==> src/hdl/rau_pkg.sv <==
// Shared types and command codes of the rational arithmetic unit.
package rau_pkg;

   localparam int DATA_W = 32;
   localparam int WIDE_W = 64;

   localparam logic [2:0] CMD_ADD       = 3'd0;
   localparam logic [2:0] CMD_SUBTRACT  = 3'd1;
   localparam logic [2:0] CMD_MULTIPLY  = 3'd2;
   localparam logic [2:0] CMD_DIVIDE    = 3'd3;
   localparam logic [2:0] CMD_NEGATE    = 3'd4;
   localparam logic [2:0] CMD_NORMALIZE = 3'd5;
   localparam logic [2:0] CMD_EQUAL     = 3'd6;
   localparam logic [2:0] CMD_UNUSED    = 3'd7;

   typedef struct packed {
      logic [2:0]                cmd;
      logic                      unused_cmd;
      logic                      uses_b;
      logic                      zero_den;
      logic signed [DATA_W-1:0]  a_num;
      logic signed [DATA_W-1:0]  a_den;
      logic signed [DATA_W-1:0]  b_num;
      logic signed [DATA_W-1:0]  b_den;
   } item_type;

   typedef enum logic [1:0] {
      RED_IDLE,
      RED_GCD,
      RED_DIV
   } red_state_type;

   typedef enum logic [2:0] {
      SEQ_IDLE,
      SEQ_RED_A,
      SEQ_RED_B,
      SEQ_MUL0,
      SEQ_MUL1,
      SEQ_MUL2,
      SEQ_SUM,
      SEQ_RED_F
   } seq_state_type;

endpackage

==> src/hdl/rau_front.sv <==
// Front end: takes operands to the configured width and classifies each item.
module rau_front #(
   parameter int OPERAND_WIDTH = 32
) (
   input  logic                              start,
   input  logic                              queue_full,
   input  logic [2:0]                        req_command,
   input  logic signed [rau_pkg::DATA_W-1:0] req_a_num,
   input  logic signed [rau_pkg::DATA_W-1:0] req_a_den,
   input  logic signed [rau_pkg::DATA_W-1:0] req_b_num,
   input  logic signed [rau_pkg::DATA_W-1:0] req_b_den,
   output logic                              push,
   output rau_pkg::item_type                 item
);

   // The most negative value is moved up by one so that every product fits.
   function automatic logic signed [rau_pkg::DATA_W-1:0] take_operand(
      input logic [rau_pkg::DATA_W-1:0] raw);
      logic signed [OPERAND_WIDTH-1:0] low;
      low = raw[OPERAND_WIDTH-1:0];
      if (low == {1'b1, {(OPERAND_WIDTH-1){1'b0}}}) begin
         low[0] = 1'b1;
      end
      return rau_pkg::DATA_W'(low);
   endfunction

   always_comb begin
      item.cmd        = req_command;
      item.a_num      = take_operand(req_a_num);
      item.a_den      = take_operand(req_a_den);
      item.b_num      = take_operand(req_b_num);
      item.b_den      = take_operand(req_b_den);
      item.unused_cmd = (req_command == rau_pkg::CMD_UNUSED);
      item.uses_b     = (req_command == rau_pkg::CMD_ADD) ||
                        (req_command == rau_pkg::CMD_SUBTRACT) ||
                        (req_command == rau_pkg::CMD_MULTIPLY) ||
                        (req_command == rau_pkg::CMD_DIVIDE) ||
                        (req_command == rau_pkg::CMD_EQUAL);
      item.zero_den   = (item.a_den == '0) || (item.uses_b && (item.b_den == '0));
      push            = start && !queue_full;
   end

endmodule

==> config.mk <==
export PLATFORM = sky130hd
export DESIGN_NAME = rau_front
export DESIGN_NICKNAME = d
export VERILOG_FILES = /design/src/hdl/rau_pkg.sv /design/src/hdl/rau_front.sv
export SDC_FILE = /design/constraint.sdc
export NUM_CORES = 1
export LEC_CHECK = 0
export ABC_CLOCK_PERIOD_IN_PS = 1550
export BUFFER_PORTS_ARGS = -buffer_cell sky130_fd_sc_hd__buf_2
export CAP_MARGIN = 20
export CORE_AREA = 2 2 103 105
export DETAILED_ROUTE_END_ITERATION = 8
export DIE_AREA = 0 0 105 107
export GPL_ROUTABILITY_DRIVEN = 0
export GPL_TIMING_DRIVEN = 0
export SYNTH_ARGS = -nofsm -noshare
export SYNTH_HDL_FRONTEND = slang
export SYNTH_SLANG_ARGS = --single-unit
==> constraint.sdc <==
create_clock -name vclk -period 1.55
set_input_delay 0.155 -clock vclk [all_inputs]
set_output_delay 0.155 -clock vclk [all_outputs]
set_load 0.02 [all_outputs]
; Word level (Yosys, flattened, before mapping)
; Index checks and enable logic that the tools add are counted.
[totals]
ff_bits = 0
inputBits = 133
out_inout_bits = 135
elab_cells = 24
[op_classes]
n_eq_ne = 9
n_mux = 4
n_reduce_logical = 11
[op_table]
columns = operator, count
row1 = $eq A32 B32 Y1 const B, 4
row2 = $logic_not A32 Y1, 2
row3 = $eq A3 B2 Y1 const B, 2
row4 = $eq A3 B3 Y1 const B, 2
row5 = $logic_or A1 B1 Y1, 5
row6 = $mux W1, 4
row7 = $eq A3 B1 Y1 const B, 1
row8 = $logic_not A3 Y1, 1
row9 = $logic_and A1 B1 Y1, 2
row10 = $logic_not A1 Y1, 1

; Longest topological paths before layout
; Gate-level depths: netlist of the first run.
[depth]
ltp_word = 7
depth_mapped = 4

; Worst setup path after synthesis of the first run
; No wires, ideal clock.
[synth_timing]
path_type = in2out
start = in req_command[1]
end = out item[128] (netlist name)
arrival_time_ps = 1060
required_ps = 1395
slack_ps = 335
cell_stages = 3
path_buffers = 0
cell_sequence = inv_1 > o21ai_0 > a31o_1
[synth_rtl]
columns = item, line_no
row1 = start: declaration, rau_front.sv:7  ; input logic [2:0] req_command,
row2 = end: declaration, rau_front.sv:13  ; output rau_pkg::item_type item

==> parameters.txt, run 1 <==
Parameter                              Value

Run status
  Result of the run ... complete, no violations

Routing
  Average routed wire per standard cell ... 10.3 µm
  Detailed-route via count ... 2,049
  Residual DRC ... 0
  1st-iter DRT viols ... 57
  Ratio of routed vias to standard cells ... 3.51
  Total Wirelength ... 6.00 mm
  Met3 WL ... 360 µm
  First drt pass iteration count ... 4
  Routed met1 length ... 2.27 mm
  Highest metal layer used by the detailed router ... met4
  Routed met2 length ... 3.35 mm
  Remaining antenna violation count after routing ... 0

Setup path
  Arrival time at the worst endpoint ... 1290 ps
  CP endpoint kind ... output pin
  Data required time of the critical path ... 1390 ps
  Critical setup path kind ... in2out
  Highest fanout seen on the critical path ... 2
  Worst Setup Start Kind ... primary input

Synthesis
  Mapped Area ... 1290 µm²
  Warnings from Yosys ... 0
  Net count after synthesis ... 313
  Syn_area_per_cell ... 7.19 µm²
  Syn Inst Count ... 180
  Fraction of the yosys area taken by sequential cells ... 0
  Post-synth cell types ... 15

Timing
  Final hold slack ... 559 ps
  Period minus WS final ... 1450 ps
  Top achievable clock speed ... 0.692 GHz
  Worst Tran Pin Value ... 387 ps
  Setup Total Neg Slack ... 0 ps
  Slew headroom ... 0.739
  Final Max Tran Viols ... 0
  Final Hold Viols ... 0
  Share of the clock period used by the worst path after layout ... 0.932
  Final setup violating endpoints ... 0
  Setup repair after global routing missed its margin ... no

Placed design
  Number of I/O port buffers ... 268
  Detailed Place HPWL ... 5.68 mm

GRT
  Antenna violations before repair ... 0
  Vias in the first global route ... 1,921
  Remaining Overflow, GRT ... 0
  Global-route usage over all layers ... 0.0911
  Wire length of the first global-routing pass ... 8.80 mm
  Pin count of the biggest net entering global routing ... 4

Floorplan
  Total core area ... 10,100 µm²
  Boundary Pins ... 268
  Die Area ... 11,200 µm²
  Standard-cell rows ... 37
  Initial Util ... 0.128
  Die width ... 105 µm
  Die height ... 107 µm

Cells and area
  Proportion of layout cells with a drive suffix above 1 ... 0.895
  Total inserted antenna cells ... 0
  Layout clock buffers ... 0
  Final core area utilization ... 0.279
  Layout-stage area growth over the synthesis result ... 118%
  Sequential cell count of the final layout ... 0
  Commonest cells after routing, fill and taps aside ... sky130_fd_sc_hd__buf_2, sky130_fd_sc_hd__buf_4, sky130_fd_sc_hd__nor4_1, sky130_fd_sc_hd__nand4_1, sky130_fd_sc_hd__nor3_1
  Most common cell after layout, fill and taps aside ... sky130_fd_sc_hd__buf_2
  # nets final ... 583
  Area taken by flip-flops and latches ... 0 µm²

Hold path
  Source of the worst hold timing path ... queue_full
  HP Class ... in2out
  Endpoint, Worst Hold ... push
  Hold Path Stages ... 3

Power and ir drop
  Worst vdd rail ir drop ... 149 µV
  Static Leak ... 0.00173 µW
  Power density over the cells ... 320 nW/µm²

Flow run
  MaxCap Viol Count ... 0
through the flow:
step                      total power, µW  instance area, µm²  instances  worst slack, ps
final                                 902                2820        584              105
after global routing                  965                2820        584            0.214
after CTS                             909                2810        584             2.03
after detailed placement              904                2810        584            -5.28
after global placement                896                2810        584             15.8
after floorplan                       517                1290        180              335
synth_stat cells:
library cell	n	area share
sky130_fd_sc_hd__nand4_1	8	0.039
sky130_fd_sc_hd__a31o_1	1	0.0068
sky130_fd_sc_hd__nor3_1	5	0.019
sky130_fd_sc_hd__buf_4	127	0.74
sky130_fd_sc_hd__o21ai_0	1	0.0039
sky130_fd_sc_hd__nor2b_1	1	0.0048
sky130_fd_sc_hd__nor4_1	24	0.12
sky130_fd_sc_hd__and3_1	1	0.0048
sky130_fd_sc_hd__nor2_1	2	0.0058
sky130_fd_sc_hd__inv_1	2	0.0058
sky130_fd_sc_hd__o21bai_1	2	0.012
sky130_fd_sc_hd__nor4b_1	2	0.014
sky130_fd_sc_hd__a21o_2	1	0.0068
sky130_fd_sc_hd__nor4_2	2	0.019
sky130_fd_sc_hd__a21o_1	1	0.0058
cells by family (layout without fill, tap and decap cells):
| group | after synthesis | in the layout | synth area share |
|---|---|---|---|
| AO/OA/AOI/OAI | 6 | 6 | 0.0348 |
| AND/OR/NAND/NOR | 45 | 45 | 0.222 |
| buffers and inverters | 129 | 397 | 0.743 |
worst max path at each step:
stage / slack [ps] / start / end / cells past startpoint
final: 100 / req_a_den[4] / item[128] / 6
after global routing: 0.2 / req_b_den[23] / item[128] / 6
after CTS: 2 / req_a_den[21] / item[128] / 6
after detailed placement: -5 / req_b_den[14] / item[128] / 6
after global placement: 20 / req_a_den[21] / item[128] / 6
after floorplan: 330 / req_command[1] / item[128] / 3
layout make-up:
| type | count | area, µm² |
|---|---|---|
| well taps | 136 | 170 |
| multi-input cells | 51 | 347 |
| plain buffers | 127 | 953 |
| inverters | 2 | 7.51 |
| fillers | 1161 | 7270 |
| repair buffers | 268 | 1340 |
layer usage:
metal	up-vias	track usage
met2	90	0.179
li1	1041	-
met4	0	0.00381
met3	2	0.00608
met5	-	0
met1	916	0.113
report_power, final:
group          leakage [µW]  switching [µW]  internal (µW)
registers                 0               0              0
logic               0.00173             451            451
clock network             0               0              0
worst max-delay path: stages:
cell                      delay [ps]
sky130_fd_sc_hd__buf_2           120
sky130_fd_sc_hd__nor4_1          290
sky130_fd_sc_hd__nand4_1         180
sky130_fd_sc_hd__nor3_2          260
sky130_fd_sc_hd__a31o_1          120
sky130_fd_sc_hd__buf_2           150
timing repair:
item | in CTS | in global routing
resized for setup | 1 | 2
hold buffers | 0 | 0
setup endpoints to repair | 1 | 2
setup buffers | 0 | 0
(Power assumes the default switching activity.)
==> run 2: changes to the inputs <==
Settings changed: CELL_PAD_IN_SITES_DETAIL_PLACEMENT set to 0, CELL_PAD_IN_SITES_GLOBAL_PLACEMENT set to 1, CORE_AREA 2 2 103 105 to 2 2 105 107, DIE_AREA 0 0 105 107 to 0 0 107 109, PLACE_DENSITY_LB_ADDON set to 0.1.
==> parameters.txt, run 2 (synthesis gave the netlist of run 1 again) <==
Parameter                              Value

Run status
  Result of the run ... complete, no violations (unchanged)

GRT
  Pin count of the biggest net entering global routing ... 4 (unchanged)
  Antenna violations before repair ... 0 (unchanged)
  Remaining Overflow, GRT ... 0 (unchanged)
  Wire length of the first global-routing pass ... 8.07 mm (was 8.80 mm)
  Vias in the first global route ... 1,721 (was 1,921)
  Global-route usage over all layers ... 0.0849 (was 0.0911)

Power and ir drop
  Power density over the cells ... 316 nW/µm² (was 320 nW/µm²)
  Switch share ... 0.495 (was 0.500)
  Share of power burned in the clock network ... 0 (about the same)
  Part of the total power dissipated in combinational logic ... 1.000 (about the same)
  Static Leak ... 0.00173 µW (about the same)
  Sequential Power Share ... 0 (about the same)
  Switching power ... 442 µW (was 451 µW)
  Int Power ... 451 µW (about the same)
  Worst vdd rail ir drop ... 103 µV (was 149 µV)

Cells and area
  # nets final ... 583 (unchanged)
  Sequential cell count of the final layout ... 0 (unchanged)
  Most common cell after layout, fill and taps aside ... sky130_fd_sc_hd__buf_2 (unchanged)
  Total inserted antenna cells ... 0 (unchanged)
  Commonest cells after routing, fill and taps aside ... sky130_fd_sc_hd__buf_2, sky130_fd_sc_hd__buf_4, sky130_fd_sc_hd__nor4_1, sky130_fd_sc_hd__nand4_1, sky130_fd_sc_hd__nor3_1 (unchanged)
  Number of filler instances in the final layout ... 1,214 (was 1,161)
  Layout-stage area growth over the synthesis result ... 118% (about the same)
  Proportion of layout cells with a drive suffix above 1 ... 0.893 (was 0.895)
  Layout clock buffers ... 0 (unchanged)
  Count of non-filler cells in the finished layout ... 588 (was 584)
  Finished layout cell area ... 2820 µm² (about the same)
  Area taken by flip-flops and latches ... 0 µm² (unchanged)

Setup path
  Arrival time at the worst endpoint ... 1280 ps (was 1290 ps)
  Data required time of the critical path ... 1390 ps (about the same)
  Source of the critical timing path ... req_a_den[11] (was req_a_den[4])
  CP endpoint kind ... output pin (unchanged)
  Highest fanout seen on the critical path ... 2 (unchanged)
  Worst Setup Start Kind ... primary input (unchanged)
  Critical setup path kind ... in2out (unchanged)

Routing
  Ratio of routed vias to standard cells ... 3.45 (was 3.51)
  Detailed-route via count ... 2,030 (was 2,049)
  Average routed wire per standard cell ... 10.3 µm (about the same)
  1st-iter DRT viols ... 34 (was 57)
  Residual DRC ... 0 (unchanged)
  Total Wirelength ... 6.05 mm (was 6.00 mm)
  First drt pass iteration count ... 2 (was 4)
  Remaining antenna violation count after routing ... 0 (unchanged)

CTS
  Count of hold buffers inserted by post-cts repair ... 0 (unchanged)
  Number of setup buffers added after CTS ... 0 (unchanged)
  Post-cts gate resize count ... 1 (unchanged)

Placed design
  Number of I/O port buffers ... 268 (unchanged)
  Detailed Place HPWL ... 5.88 mm (was 5.68 mm)
  Cell total after placement ... 588 (was 584)
  Placed Area ... 2810 µm² (about the same)

Hold path
  Source of the worst hold timing path ... queue_full (unchanged)
  HP Class ... in2out (unchanged)

Timing
  Period minus WS final ... 1430 ps (was 1450 ps)
  Setup repair after global routing missed its margin ... no (unchanged)
  Slew headroom ... 0.738 (was 0.739)
  Share of the clock period used by the worst path after layout ... 0.926 (was 0.932)
  Worst Tran Pin Value ... 388 ps (was 387 ps)
  Top achievable clock speed ... 0.697 GHz (was 0.692 GHz)
  Final Hold Viols ... 0 (unchanged)
  Final setup violating endpoints ... 0 (unchanged)
  Final Max Tran Viols ... 0 (unchanged)

Floorplan
  Die height ... 109 µm (was 107 µm)
  Standard-cell rows ... 38 (was 37)
  Boundary Pins ... 268 (unchanged)
  Die Area ... 11,700 µm² (was 11,200 µm²)
  Die width ... 107 µm (was 105 µm)
  Total core area ... 10,600 µm² (was 10,100 µm²)
  Initial Util ... 0.122 (was 0.128)

Flow run
  MaxCap Viol Count ... 0 (unchanged)
-- run 2: cell counts in the layout (fill, tap and decap cells not counted) --
No cell type changed its count.
-- run 2: through the flow --
step                 util  TNS (ps)  power [µW]  setup slack [ps]  hold WS, ps
finish              0.266         0         893               115          562
floorplan               -         0         517               335          388
global placement    0.265     -24.9         907             -24.9          560
detailed placement  0.265     -4.74         902             -4.74          564
CTS                 0.266         0         905              60.7          565
global route        0.266         0         960              3.37          568
-- run 2: power groups by stage --
stage | registers (µW) | clock network (µW) | logic [µW]
after floorplan | 0 | 0 | 517
after global placement | 0 | 0 | 907
after detailed placement | 0 | 0 | 902
after CTS | 0 | 0 | 905
after global routing | 0 | 0 | 960
final | 0 | 0 | 893
-- run 2: worst max-delay path, stage by stage --
cell and delay (ps):
sky130_fd_sc_hd__buf_2 110, sky130_fd_sc_hd__nor4_2 290, sky130_fd_sc_hd__nand4_1 170, sky130_fd_sc_hd__nor3_1 260, sky130_fd_sc_hd__a31o_1 130, sky130_fd_sc_hd__buf_2 170
-- run 2: path summary, 6_finish.rpt --
| kind | to | slack, ps | cells after the start |
|---|---|---|---|
| setup / recovery | item[128] | 120 | 6 |
| hold / removal | push | 560 | 3 |
-- run 2: per-layer routing --
layer	part of all wire	vias up	GRT usage
li1	-	1036	-
met2	0.59	126	0.195
met4	0.0048	0	0.00278
met5	0	-	0
met1	0.31	866	0.0804
met3	0.096	2	0.0120
-- run 2: layout make-up --
cell class,count,area [µm²],area share
Buffer,127,953,0.338
Tap cell,140,175,0.0621
Inverter,2,7.51,0.00266
Multi-Input combinational cell,51,345,0.122
Timing Repair Buffer,268,1340,0.475
