--- src/hdl/rau_pkg.sv ---
// Shared types and command codes of the rational arithmetic unit.
package rau_pkg;

   localparam int DATA_W = 32;
   localparam int WIDE_W = 64;

   localparam logic [2:0] CMD_ADD       = 3'd0;
   localparam logic [2:0] CMD_SUBTRACT  = 3'd1;
   localparam logic [2:0] CMD_MULTIPLY  = 3'd2;
   localparam logic [2:0] CMD_DIVIDE    = 3'd3;
   localparam logic [2:0] CMD_NEGATE    = 3'd4;
   localparam logic [2:0] CMD_NORMALIZE = 3'd5;
   localparam logic [2:0] CMD_EQUAL     = 3'd6;
   localparam logic [2:0] CMD_UNUSED    = 3'd7;

   typedef struct packed {
      logic [2:0]                cmd;
      logic                      unused_cmd;
      logic                      uses_b;
      logic                      zero_den;
      logic signed [DATA_W-1:0]  a_num;
      logic signed [DATA_W-1:0]  a_den;
      logic signed [DATA_W-1:0]  b_num;
      logic signed [DATA_W-1:0]  b_den;
   } item_type;

   typedef enum logic [1:0] {
      RED_IDLE,
      RED_GCD,
      RED_DIV
   } red_state_type;

   typedef enum logic [2:0] {
      SEQ_IDLE,
      SEQ_RED_A,
      SEQ_RED_B,
      SEQ_MUL0,
      SEQ_MUL1,
      SEQ_MUL2,
      SEQ_SUM,
      SEQ_RED_F
   } seq_state_type;

endpackage

--- src/hdl/rau_queue.sv ---
// Two-entry queue between the front end and the sequencer.
module rau_queue (
   input  logic              clock,
   input  logic              reset,
   input  logic              push,
   input  rau_pkg::item_type push_item,
   input  logic              pop,
   output rau_pkg::item_type head,
   output logic              empty,
   output logic              full
);

   rau_pkg::item_type entry_ff [2];
   logic              wr_ptr_ff, wr_ptr_in;
   logic              rd_ptr_ff, rd_ptr_in;
   logic [1:0]        count_ff, count_in;

   always_comb begin
      empty     = (count_ff == 2'd0);
      full      = (count_ff == 2'd2);
      head      = entry_ff[rd_ptr_ff];
      wr_ptr_in = push ? !wr_ptr_ff : wr_ptr_ff;
      rd_ptr_in = pop ? !rd_ptr_ff : rd_ptr_ff;
      count_in  = count_ff + 2'(push) - 2'(pop);
   end

   always_ff @(posedge clock) begin
      if (reset) begin
         wr_ptr_ff <= 1'b0;
         rd_ptr_ff <= 1'b0;
         count_ff  <= 2'd0;
      end else begin
         wr_ptr_ff <= wr_ptr_in;
         rd_ptr_ff <= rd_ptr_in;
         count_ff  <= count_in;
      end
   end

   always_ff @(posedge clock) begin
      if (push) begin
         entry_ff[wr_ptr_ff] <= push_item;
      end
   end

endmodule

--- config.mk ---
export PLATFORM = sky130hd
export DESIGN_NAME = rau_queue
export DESIGN_NICKNAME = d
export VERILOG_FILES = /design/src/hdl/rau_pkg.sv /design/src/hdl/rau_queue.sv
export SDC_FILE = /design/constraint.sdc
export NUM_CORES = 1
export LEC_CHECK = 0
export BUFFER_PORTS_ARGS = -buffer_cell sky130_fd_sc_hd__buf_2
export CORE_MARGIN = 5
export CORE_UTILIZATION = 32
export DETAILED_ROUTE_END_ITERATION = 7
export PLACE_DENSITY_LB_ADDON = 0.2
export SETUP_SLACK_MARGIN = 0.3
export SYNTH_ARGS = -nofsm -noshare
export SYNTH_HDL_FRONTEND = slang
export SYNTH_SLANG_ARGS = --single-unit
export TNS_END_PERCENT = 10
--- constraint.sdc ---
create_clock -name clock -period 16.98 [get_ports clock]
set_clock_uncertainty 0.1 [all_clocks]
set_input_delay 3.396 -clock clock [delete_from_list [all_inputs] [get_ports clock]]
set_output_delay 3.396 -clock clock [all_outputs]
set_load 0.03 [all_outputs]
======== Yosys cells after proc, flatten, opt, wreduce, memory -nomap -nowiden ========
Memories as Yosys holds them, arrays and structs flattened. A register that Yosys moved wholly into a read port is not among the register bits.
Index checks and enable logic that the tools add are counted.
cells by class
  add/sub/neg operators ................... 2
  multipliers ............................. 0
  divide/modulo/power cells ............... 0
  $lt $le $gt $ge ......................... 0
  equal/unequal tests ..................... 1
  shift operators ......................... 0
  multiplexer cells ....................... 4
  bitwise logic cells ..................... 0
  reduce and logical (&&, ||, !) cells .... 3
operators with widths
  kind                                         number
  1-bit 2-to-1 mux                             4
  2-bit by 1-bit adder with 2-bit output       1
  2-bit == test (second input constant)        1
  1-bit zero test                              2
  2-bit zero test                              1
  2-bit by 1-bit subtractor with 2-bit output  1
storage, ports and cells
  flip-flop bits (word level) ............. 4
  latch bits .............................. 0
  bits in writable memories ............... 268
  ROM bits ................................ 0
  input port bits ......................... 138
  memories kept ........................... 1
memory list
  memory    depth  bits a word  read ports  clocked after Yosys merged registers in  write ports  RTL line         RTL
  entry_ff  2      134          1           1                                        1            rau_queue.sv:13  rau_pkg::item_type entry_ff [2];

======== Logic depth before layout (Yosys ltp) ========
Gate-level depths: netlist of the first run.
  depth in word-level cells ............... 3
  depth in mapped cells ................... 6

======== Worst setup path before layout of the first run ========
Ideal clock, no wire load.
  path kind ............................... input -> register
  from .................................... input push
  to ...................................... memory entry_ff[0][0] (netlist name) (enable)
  setup time .............................. 645 ps
  arrival ................................. 9200 ps
  required time ........................... 16235 ps
  slack ................................... 7035 ps
  cell stages on the path ................. 1
  path buffers ............................ 0
  path through ............................ nor2b_1
on the way
  cells in the longest elaborated chain, start to end .. 2
ends and longest elaborated chain
  element                                 RTL line         RTL
  start, declared                         rau_queue.sv:5   input logic push,
  1-bit 2-to-1 mux                        rau_queue.sv:40  if (push) begin
  1-bit 2-to-1 mux (not written as such)  rau_queue.sv:41  entry_ff[wr_ptr_ff] <= push_item;
  end, declared                           rau_queue.sv:13
Every way passes these cells.

==> results of run 1 <==
## registers in the layout, summed over array words and instances (netlist names), named ones only
name,flops
count_ff,2
entry_ff,268
rd_ptr_ff,1
wr_ptr_ff,1
## stage by stage
step	cell area [sq um]	setup slack, ns	hold slack [ns]	util (%)
2_1_floorplan	10100	7.03	0.380	-
3_3_place_gp	11900	11.22	0.394	38.0
3_5_place_dp	11900	11.12	0.397	38.0
4_1_cts	12900	10.63	0.418	41.1
5_1_grt	12900	10.56	0.463	41.1
6_report	12900	10.79	0.417	41.1
## worst reg2reg max path, stage by stage, from the launching register on
cell,delay [ns]
sky130_fd_sc_hd__dfxtp_1,0.42
sky130_fd_sc_hd__and2_4,0.76
sky130_fd_sc_hd__buf_4,0.90
## cell families after synthesis
kind of cell / share of synthesized area, %
xor gates and xnor gates: 0.396
muxes: 17.1
DFF: 80.5
buffers and inverters: 1.31
and+or+nand+nor: 0.433
adders and majority gates: 0.247
## cell type report
class / count / share of cell area [%]
Sequential cell: 273 / 63.2
Clock buffer: 34 / 5.93
Antenna cell: 1 / 0.0194
Multi-Input combinational cell: 148 / 14.4
Inverter: 2 / 0.0582
Tap cell: 402 / 3.90
Clock inverter: 18 / 1.70
Timing Repair Buffer: 278 / 10.9
## where the power goes
group	internal [uW]	total, uW	switching [uW]
sequential	788	802	13.9
combinational	84.9	227	142
clock	396	642	246
## worst max-delay path by stage
stage               startpoint         endpoint
detailed placement        push  entry_ff[1][68]
CTS                  flip-flop         head[23]
floorplan                 push   entry_ff[0][0]
finish               flip-flop         head[23]
global placement          push  entry_ff[1][86]
global route         flip-flop         head[33]
## layer usage
metal | vias to the layer above | part of all wire [%]
li1 | 2338 | -
met1 | 2409 | 40
met2 | 199 | 48
met3 | 46 | 9.1
met4 | 10 | 2.5
met5 | - | 0.36
## synth_stat cells
library cell	n
sky130_fd_sc_hd__buf_6	8
sky130_fd_sc_hd__and2_1	1
sky130_fd_sc_hd__dfxtp_1	5
sky130_fd_sc_hd__nor2_1	5
sky130_fd_sc_hd__mux2_2	74
sky130_fd_sc_hd__nor2b_1	3
sky130_fd_sc_hd__ha_1	2
sky130_fd_sc_hd__xnor3_1	1
sky130_fd_sc_hd__buf_2	7
sky130_fd_sc_hd__inv_1	2
sky130_fd_sc_hd__mux2_4	60
sky130_fd_sc_hd__edfxtp_1	268
sky130_fd_sc_hd__xnor2_1	2
==> run summary, run 1 <==
outcome: finished clean
number of global-route vias before repair: 5655
Reg2Reg Setup Slack: 14.35 ns
fraction of final layout cells with drive strength greater than 1: 60.7%
via count of the routed design: 5002
highest fanout seen on the critical path: 49
Max-slew headroom: 34.3%
core region area: 0.0314 sq mm
TritonCTS sink count: 273
clock slew at reported path FFs: 0.06 ns
floorplan row count: 65
multi-input combinational cell area: 0.00185 sq mm
level count of the clock H-tree: 1
maximum clock rate: 162 MHz
global route overflow: 0
endpoints failing hold: 0
element type at the critical path end: primary output
Die H: 188 microns
total standard cell area after synthesis: 0.0101 sq mm
reg2reg path depth: 2
met3 track utilization from global routing: 4.90%
highest-count cells in the layout ignoring fill and taps: sky130_fd_sc_hd__buf_2 (273), sky130_fd_sc_hd__edfxtp_1 (268), sky130_fd_sc_hd__mux2_2 (74)
I/O Pins: 274
Arrival @ worst endpoint: 2.69 ns
routed wirelength normalized by instance count: 17.8 microns
DRC violation count after routing: 0
reg2reg end: entry_ff[1][94]
Hold/Removal Path Class: reg2reg
cell type with the largest total area after synthesis: sky130_fd_sc_hd__edfxtp_1
starting utilization of the core area: 32.2%
RSZ-0062 raised after global routing: no
max incr delay on CP: 0.79 ns
antenna violations before repair: 6
startpoint of the tightest hold check path: rd_ptr_ff
Final Setup Violations: 0
largest net degree at the start of global routing: 72
clock root buffer master: sky130_fd_sc_hd__clkbuf_16
maximum buffer depth of the clock tree: 3
Post-Syn Area per Cell: 23.1 sq um
Placed Instances: 1103
number of gates on the worst path with buffers counted: 3
max-slew violations: 0
number of buffers created by CTS: 30
layout-stage area growth over the synthesis result: 27.5%
pin slew with the least headroom to its limit: 0.985 ns
worst IR drop on VDD: 0.0856 mV
drt first-iter violations: 211
GRT Overall Usage: 11.1%
cells along the critical path: buf_4 -> mux2_2 -> buf_2
Register Area: 0.00815 sq mm
startpoint-to-endpoint class of the critical path: reg2out
power density over the cells: 129 mW/mm^2
x dimension of the die: 188 microns
hold-fix buffers at CTS: 0
Final Routed Wirelength: 20600 microns
number of synthesized register bits: 273
proportion of netlist area held by the largest area contributor: 79.5%
launch point of the worst reg-to-reg path: wr_ptr_ff
Setup crit start kind: flip-flop
I/O Buffers: 273
Period minus WS final: 6.19 ns
post-route antenna net violation count: 0
Die Outline Area: 0.0353 sq mm
required time of the worst setup path: 13.48 ns
number of different library cells in the post-synthesis netlist: 13
worst-skew pair later-pin latency: 0.55 ns
routing layer with the top usage in global route: met2
number of cells on the worst hold path: 2
Maximum Capacitance Violations: 0
Crit-path slowest cell: sky130_fd_sc_hd__dfxtp_4
setup total negative slack: 0 ns
DRT Pass-1 Iters: 4
Net Count, Synth: 578
NumNets Final: 873
non-filler instance count after layout: 1156
category of cells accounting for the largest share of critical-path delay: buffers and inverters
placer congestion estimate: 0.744
synth warn: 0
cells taking the most area after synthesis: sky130_fd_sc_hd__edfxtp_1 (79%), sky130_fd_sc_hd__mux2_4 (8.9%), sky130_fd_sc_hd__mux2_2 (8.2%)
overall power after layout: 1670 uW
met1 demand-to-capacity share in global routing: 13.2%
register area share after synthesis: 80.5%
static leakage power: 0.00493 uW
fill cell instance count of the final layout: 2870
HPWL after detailed placement: 14000 microns
number of standard cells after synthesis: 438
# Post-CTS Setup Buffers: 0
post-route clock period utilization: 36.4%
PostCTS Resize Cnt: 0
number of buffers and inverters on the critical path: 2
first-pass GRT wire length: 31200 microns
per-cell via count in the routed design: 4.33
most common library cell in the layout ignoring fill and taps: sky130_fd_sc_hd__buf_2
met2 Usage GRT: 18.5%
clock tree from TritonCTS: built
Note: power is estimated with default switching activity, not from simulation.
==> inputs of run 2 (changes only) <==
==> constraint.sdc (replaced) <==
create_clock -name clock -period 5.64 [get_ports clock]
set_clock_uncertainty 0.1 [all_clocks]
set_input_delay 1.128 -clock clock [delete_from_list [all_inputs] [get_ports clock]]
set_output_delay 1.128 -clock clock [all_outputs]
set_load 0.03 [all_outputs]
==> run summary, run 2 (synthesized netlist as in run 1, its figures left out) <==
fraction of final layout cells with drive strength greater than 1: 60.5%
worst IR drop on VDD: 0.268 mV
number of buffers created by CTS: 29
HPWL after detailed placement: 14300 microns
most common library cell in the layout ignoring fill and taps: sky130_fd_sc_hd__buf_2
overall power after layout: 4870 uW
static leakage power: 0.00489 uW
clock tree from TritonCTS: built
Placed Instances: 1103
pin slew with the least headroom to its limit: 1.01 ns
Final Setup Violations: 0
clock slew at reported path FFs: 0.06 ns
power density over the cells: 379 mW/mm^2
highest fanout seen on the critical path: 48
layout-stage area growth over the synthesis result: 27.0%
element type at the critical path end: primary output
Hold/Removal Path Class: reg2reg
maximum clock rate: 264 MHz
Max-slew headroom: 32.5%
number of global-route vias before repair: 5727
floorplan row count: 65
endpoints failing hold: 0
setup total negative slack: 0 ns
post-route setup slack: 1.86 ns
Die Outline Area: 0.0353 sq mm
DRT Pass-1 Iters: 4
drt first-iter violations: 196
I/O Buffers: 273
placer congestion estimate: 0.752
Final Routed Wirelength: 21100 microns
starting utilization of the core area: 32.2%
post-route antenna net violation count: 0
clock root buffer master: sky130_fd_sc_hd__clkbuf_16
top flop regs: entry_ff (268), count_ff (2)
core region area: 0.0314 sq mm
Die H: 188 microns
Period minus WS final: 3.78 ns
startpoint-to-endpoint class of the critical path: reg2out
RSZ-0062 raised after global routing: no
NumNets Final: 872
Register Area: 0.00815 sq mm
Maximum Capacitance Violations: 0
non-filler instance count after layout: 1158
PostCTS Resize Cnt: 0
required time of the worst setup path: 4.41 ns
antenna violations before repair: 7
fill cell instance count of the final layout: 2884
Arrival @ worst endpoint: 2.55 ns
largest net degree at the start of global routing: 69
utilization after layout: 41.0%
x dimension of the die: 188 microns
TritonCTS sink count: 273
flip-flop count of the largest register, all copies and words added: 268
first-pass GRT wire length: 32600 microns
max-slew violations: 0
worst-skew pair later-pin latency: 0.53 ns
level count of the clock H-tree: 1
DP Worst Slack: 2.37 ns
register ranked first by flip-flop count: entry_ff
maximum buffer depth of the clock tree: 3
hold-fix buffers at CTS: 0
routed wirelength normalized by instance count: 18.2 microns
# Post-CTS Setup Buffers: 0
DRC violation count after routing: 0
global route overflow: 0
Setup crit start kind: flip-flop
I/O Pins: 274
multi-input combinational cell area: 0.00185 sq mm
GRT Overall Usage: 11.6%
highest-count cells in the layout ignoring fill and taps: sky130_fd_sc_hd__buf_2 (273), sky130_fd_sc_hd__edfxtp_1 (268), sky130_fd_sc_hd__mux2_2 (74)
per-cell via count in the routed design: 4.37
via count of the routed design: 5059
outcome: finished clean
post-route clock period utilization: 67.0%
## run 2: metrics by stage
| stage | hold WS [ns] | area (sq um) |
|---|---|---|
| 3_5_place_dp | 0.415 | 12000 |
| 3_3_place_gp | 0.399 | 12000 |
| 5_1_grt | 0.490 | 12900 |
| 6_report | 0.432 | 12900 |
| 2_1_floorplan | 0.380 | 10100 |
| 4_1_cts | 0.437 | 12900 |
## run 2: routing by layer
| metal | vias to the layer above | GRT usage [%] | part of all wire [%] |
|---|---|---|---|
| li1 | 2339 | - | - |
| met1 | 2465 | 14.0 | 41 |
| met2 | 200 | 18.9 | 47 |
| met3 | 45 | 5.04 | 9.2 |
| met4 | 10 | 3.08 | 2.6 |
| met5 | - | 0 | 0.36 |
## run 2: layout make-up
class / count / area share (%)
multi-input combinational: 148 / 14.4
tap: 402 / 3.91
clock inverter: 21 / 1.24
timing repair buffer: 278 / 11.2
sequential: 273 / 63.4
antenna: 2 / 0.0389
inverter: 2 / 0.0584
clock buffer: 32 / 5.73
## run 2: worst paths after layout
kind | startpoint | end | slack, ns | cells after the start
setup / recovery | flip-flop | head[54] | 1.86 | 3
hold / removal | rd_ptr_ff | rd_ptr_ff | 0.43 | 2
setup reg to reg | wr_ptr_ff | entry_ff[1][83] | 3.39 | 2
hold reg to reg | rd_ptr_ff | rd_ptr_ff | 0.43 | 2
## run 2: report_power, final
group | switching, uW | internal (uW)
registers | 46.2 | 2370
clock network | 743 | 1030
logic | 427 | 260
## run 2: critical path: stages, from the launching register on
cell and delay [ns]:
sky130_fd_sc_hd__dfxtp_4 0.84, sky130_fd_sc_hd__buf_4 0.54, sky130_fd_sc_hd__mux2_2 0.40, sky130_fd_sc_hd__buf_2 0.18
==> inputs of run 3 (changes only) <==
==> constraint.sdc (replaced) <==
create_clock -name clock -period 3.5 [get_ports clock]
set_clock_uncertainty 0.1 [all_clocks]
set_input_delay 0.7 -clock clock [delete_from_list [all_inputs] [get_ports clock]]
set_output_delay 0.7 -clock clock [all_outputs]
set_load 0.03 [all_outputs]
==> run summary, run 3 (synthesized netlist as in run 1, its figures left out) <==
outcome: finished clean
I/O Buffers: 273
Setup crit start kind: flip-flop
Hold/Removal Path Class: in2reg
maximum clock rate: 344 MHz
routed wirelength normalized by instance count: 17.9 microns
x dimension of the die: 188 microns
floorplan row count: 65
largest net degree at the start of global routing: 72
TritonCTS sink count: 273
Arrival @ worst endpoint: 2.11 ns
non-filler instance count after layout: 1162
Placed Instances: 1105
maximum buffer depth of the clock tree: 3
clock slew at reported path FFs: 0.06 ns
hold-fix buffers at CTS: 0
startpoint-to-endpoint class of the critical path: reg2out
Final Routed Wirelength: 20800 microns
NumNets Final: 875
pin slew with the least headroom to its limit: 0.428 ns
I/O Pins: 274
flip-flop count of the largest register, all copies and words added: 268
number of cells on the worst hold path: 1
fraction of final layout cells with drive strength greater than 1: 60.5%
element type at the critical path end: primary output
post-route setup slack: 0.590 ns
power density over the cells: 605 mW/mm^2
static leakage power: 0.00493 uW
register ranked first by flip-flop count: entry_ff
worst-skew pair later-pin latency: 0.55 ns
fill cell instance count of the final layout: 2857
placer congestion estimate: 0.707
per-cell via count in the routed design: 4.35
most common library cell in the layout ignoring fill and taps: sky130_fd_sc_hd__buf_2
Period minus WS final: 2.91 ns
required time of the worst setup path: 2.70 ns
Maximum Capacitance Violations: 0
clock tree from TritonCTS: built
HPWL after detailed placement: 14100 microns
highest fanout seen on the critical path: 44
starting utilization of the core area: 32.2%
Max-slew headroom: 71.5%
clock root buffer master: sky130_fd_sc_hd__clkbuf_16
GRT Overall Usage: 11.1%
Hold Slack: 0.235 ns
Die Outline Area: 0.0353 sq mm
core region area: 0.0314 sq mm
number of buffers created by CTS: 29
post-route antenna net violation count: 0
Final Setup Violations: 0
number of global-route vias before repair: 5696
reg2reg path depth: 2
level count of the clock H-tree: 1
antenna violations before repair: 10
DRC violation count after routing: 0
post-route clock period utilization: 83.1%
global route overflow: 0
DP Worst Slack: 0.950 ns
top flop regs: entry_ff (268), count_ff (2)
first-pass GRT wire length: 31500 microns
highest-count cells in the layout ignoring fill and taps: sky130_fd_sc_hd__buf_2 (273), sky130_fd_sc_hd__edfxtp_1 (268), sky130_fd_sc_hd__mux2_2 (74)
endpoints failing hold: 0
via count of the routed design: 5058
Die H: 188 microns
layout-stage area growth over the synthesis result: 27.7%
DRT Pass-1 Iters: 4
drt first-iter violations: 192
max-slew violations: 0
RSZ-0062 raised after global routing: no
setup total negative slack: 0 ns
worst IR drop on VDD: 0.395 mV
run 3: cell count changes in the layout (fill, tap and decap cells not counted), sizes merged:
cell / change
clkinv: -7
diode: +1
buf: +3
clkbuf: +12
clkinvlp: -3
bufinv: -2
run 3: critical path: stages (launching register included):
cell and delay, ns:
sky130_fd_sc_hd__dfxtp_4 0.58, sky130_fd_sc_hd__buf_12 0.32, sky130_fd_sc_hd__mux2_2 0.39, sky130_fd_sc_hd__buf_2 0.18
run 3: layer usage:
metal | global-route usage (%) | part of all wire [%] | vias to the layer above
met5 | 0 | 0.30 | -
met4 | 3.16 | 2.8 | 12
met3 | 5.44 | 10 | 45
met2 | 18.9 | 49 | 201
met1 | 12.5 | 38 | 2460
li1 | - | - | 2340
run 3: path summary, 6_finish.rpt:
check / start / to / slack (ns)
max: flip-flop / head[0] / 0.59
min: push_item[54] / entry_ff[1][54] / 0.23
max reg2reg: wr_ptr_ff / entry_ff[1][57] / 1.76
min reg2reg: rd_ptr_ff / flip-flop / 0.43
run 3: through the flow:
stage | utilization, % | power, uW | cell area, sq um
2_1_floorplan | - | 4730 | 10100
3_3_place_gp | 38.2 | 5070 | 12000
3_5_place_dp | 38.2 | 5100 | 12000
4_1_cts | 41.1 | 7960 | 12900
5_1_grt | 41.2 | 8160 | 12900
6_report | 41.2 | 7830 | 12900
run 3: area by class of cell:
type                    instances  area, sq um  area share (%)
inverters                       2         7.51          0.0581
diodes                          3         7.51          0.0581
clock buffers                  44          842            6.51
multi-input cells             148         1850            14.3
repair buffers                281         1510            11.7
well taps                     402          503            3.89
flip-flops and latches        273         8150            63.1
clock inverters                 9         55.1           0.426
run 3: where the power goes:
part / switching [uW] / internal, uW / total [uW]
clock network: 1160 / 1650 / 2810
registers: 58.8 / 3820 / 3880
logic: 704 / 431 / 1140
run 3: timing repair:
action | CTS | global route
resized for setup | 0 | 0
setup endpoints to repair | 0 | 1
buffers inserted | 0 | 1
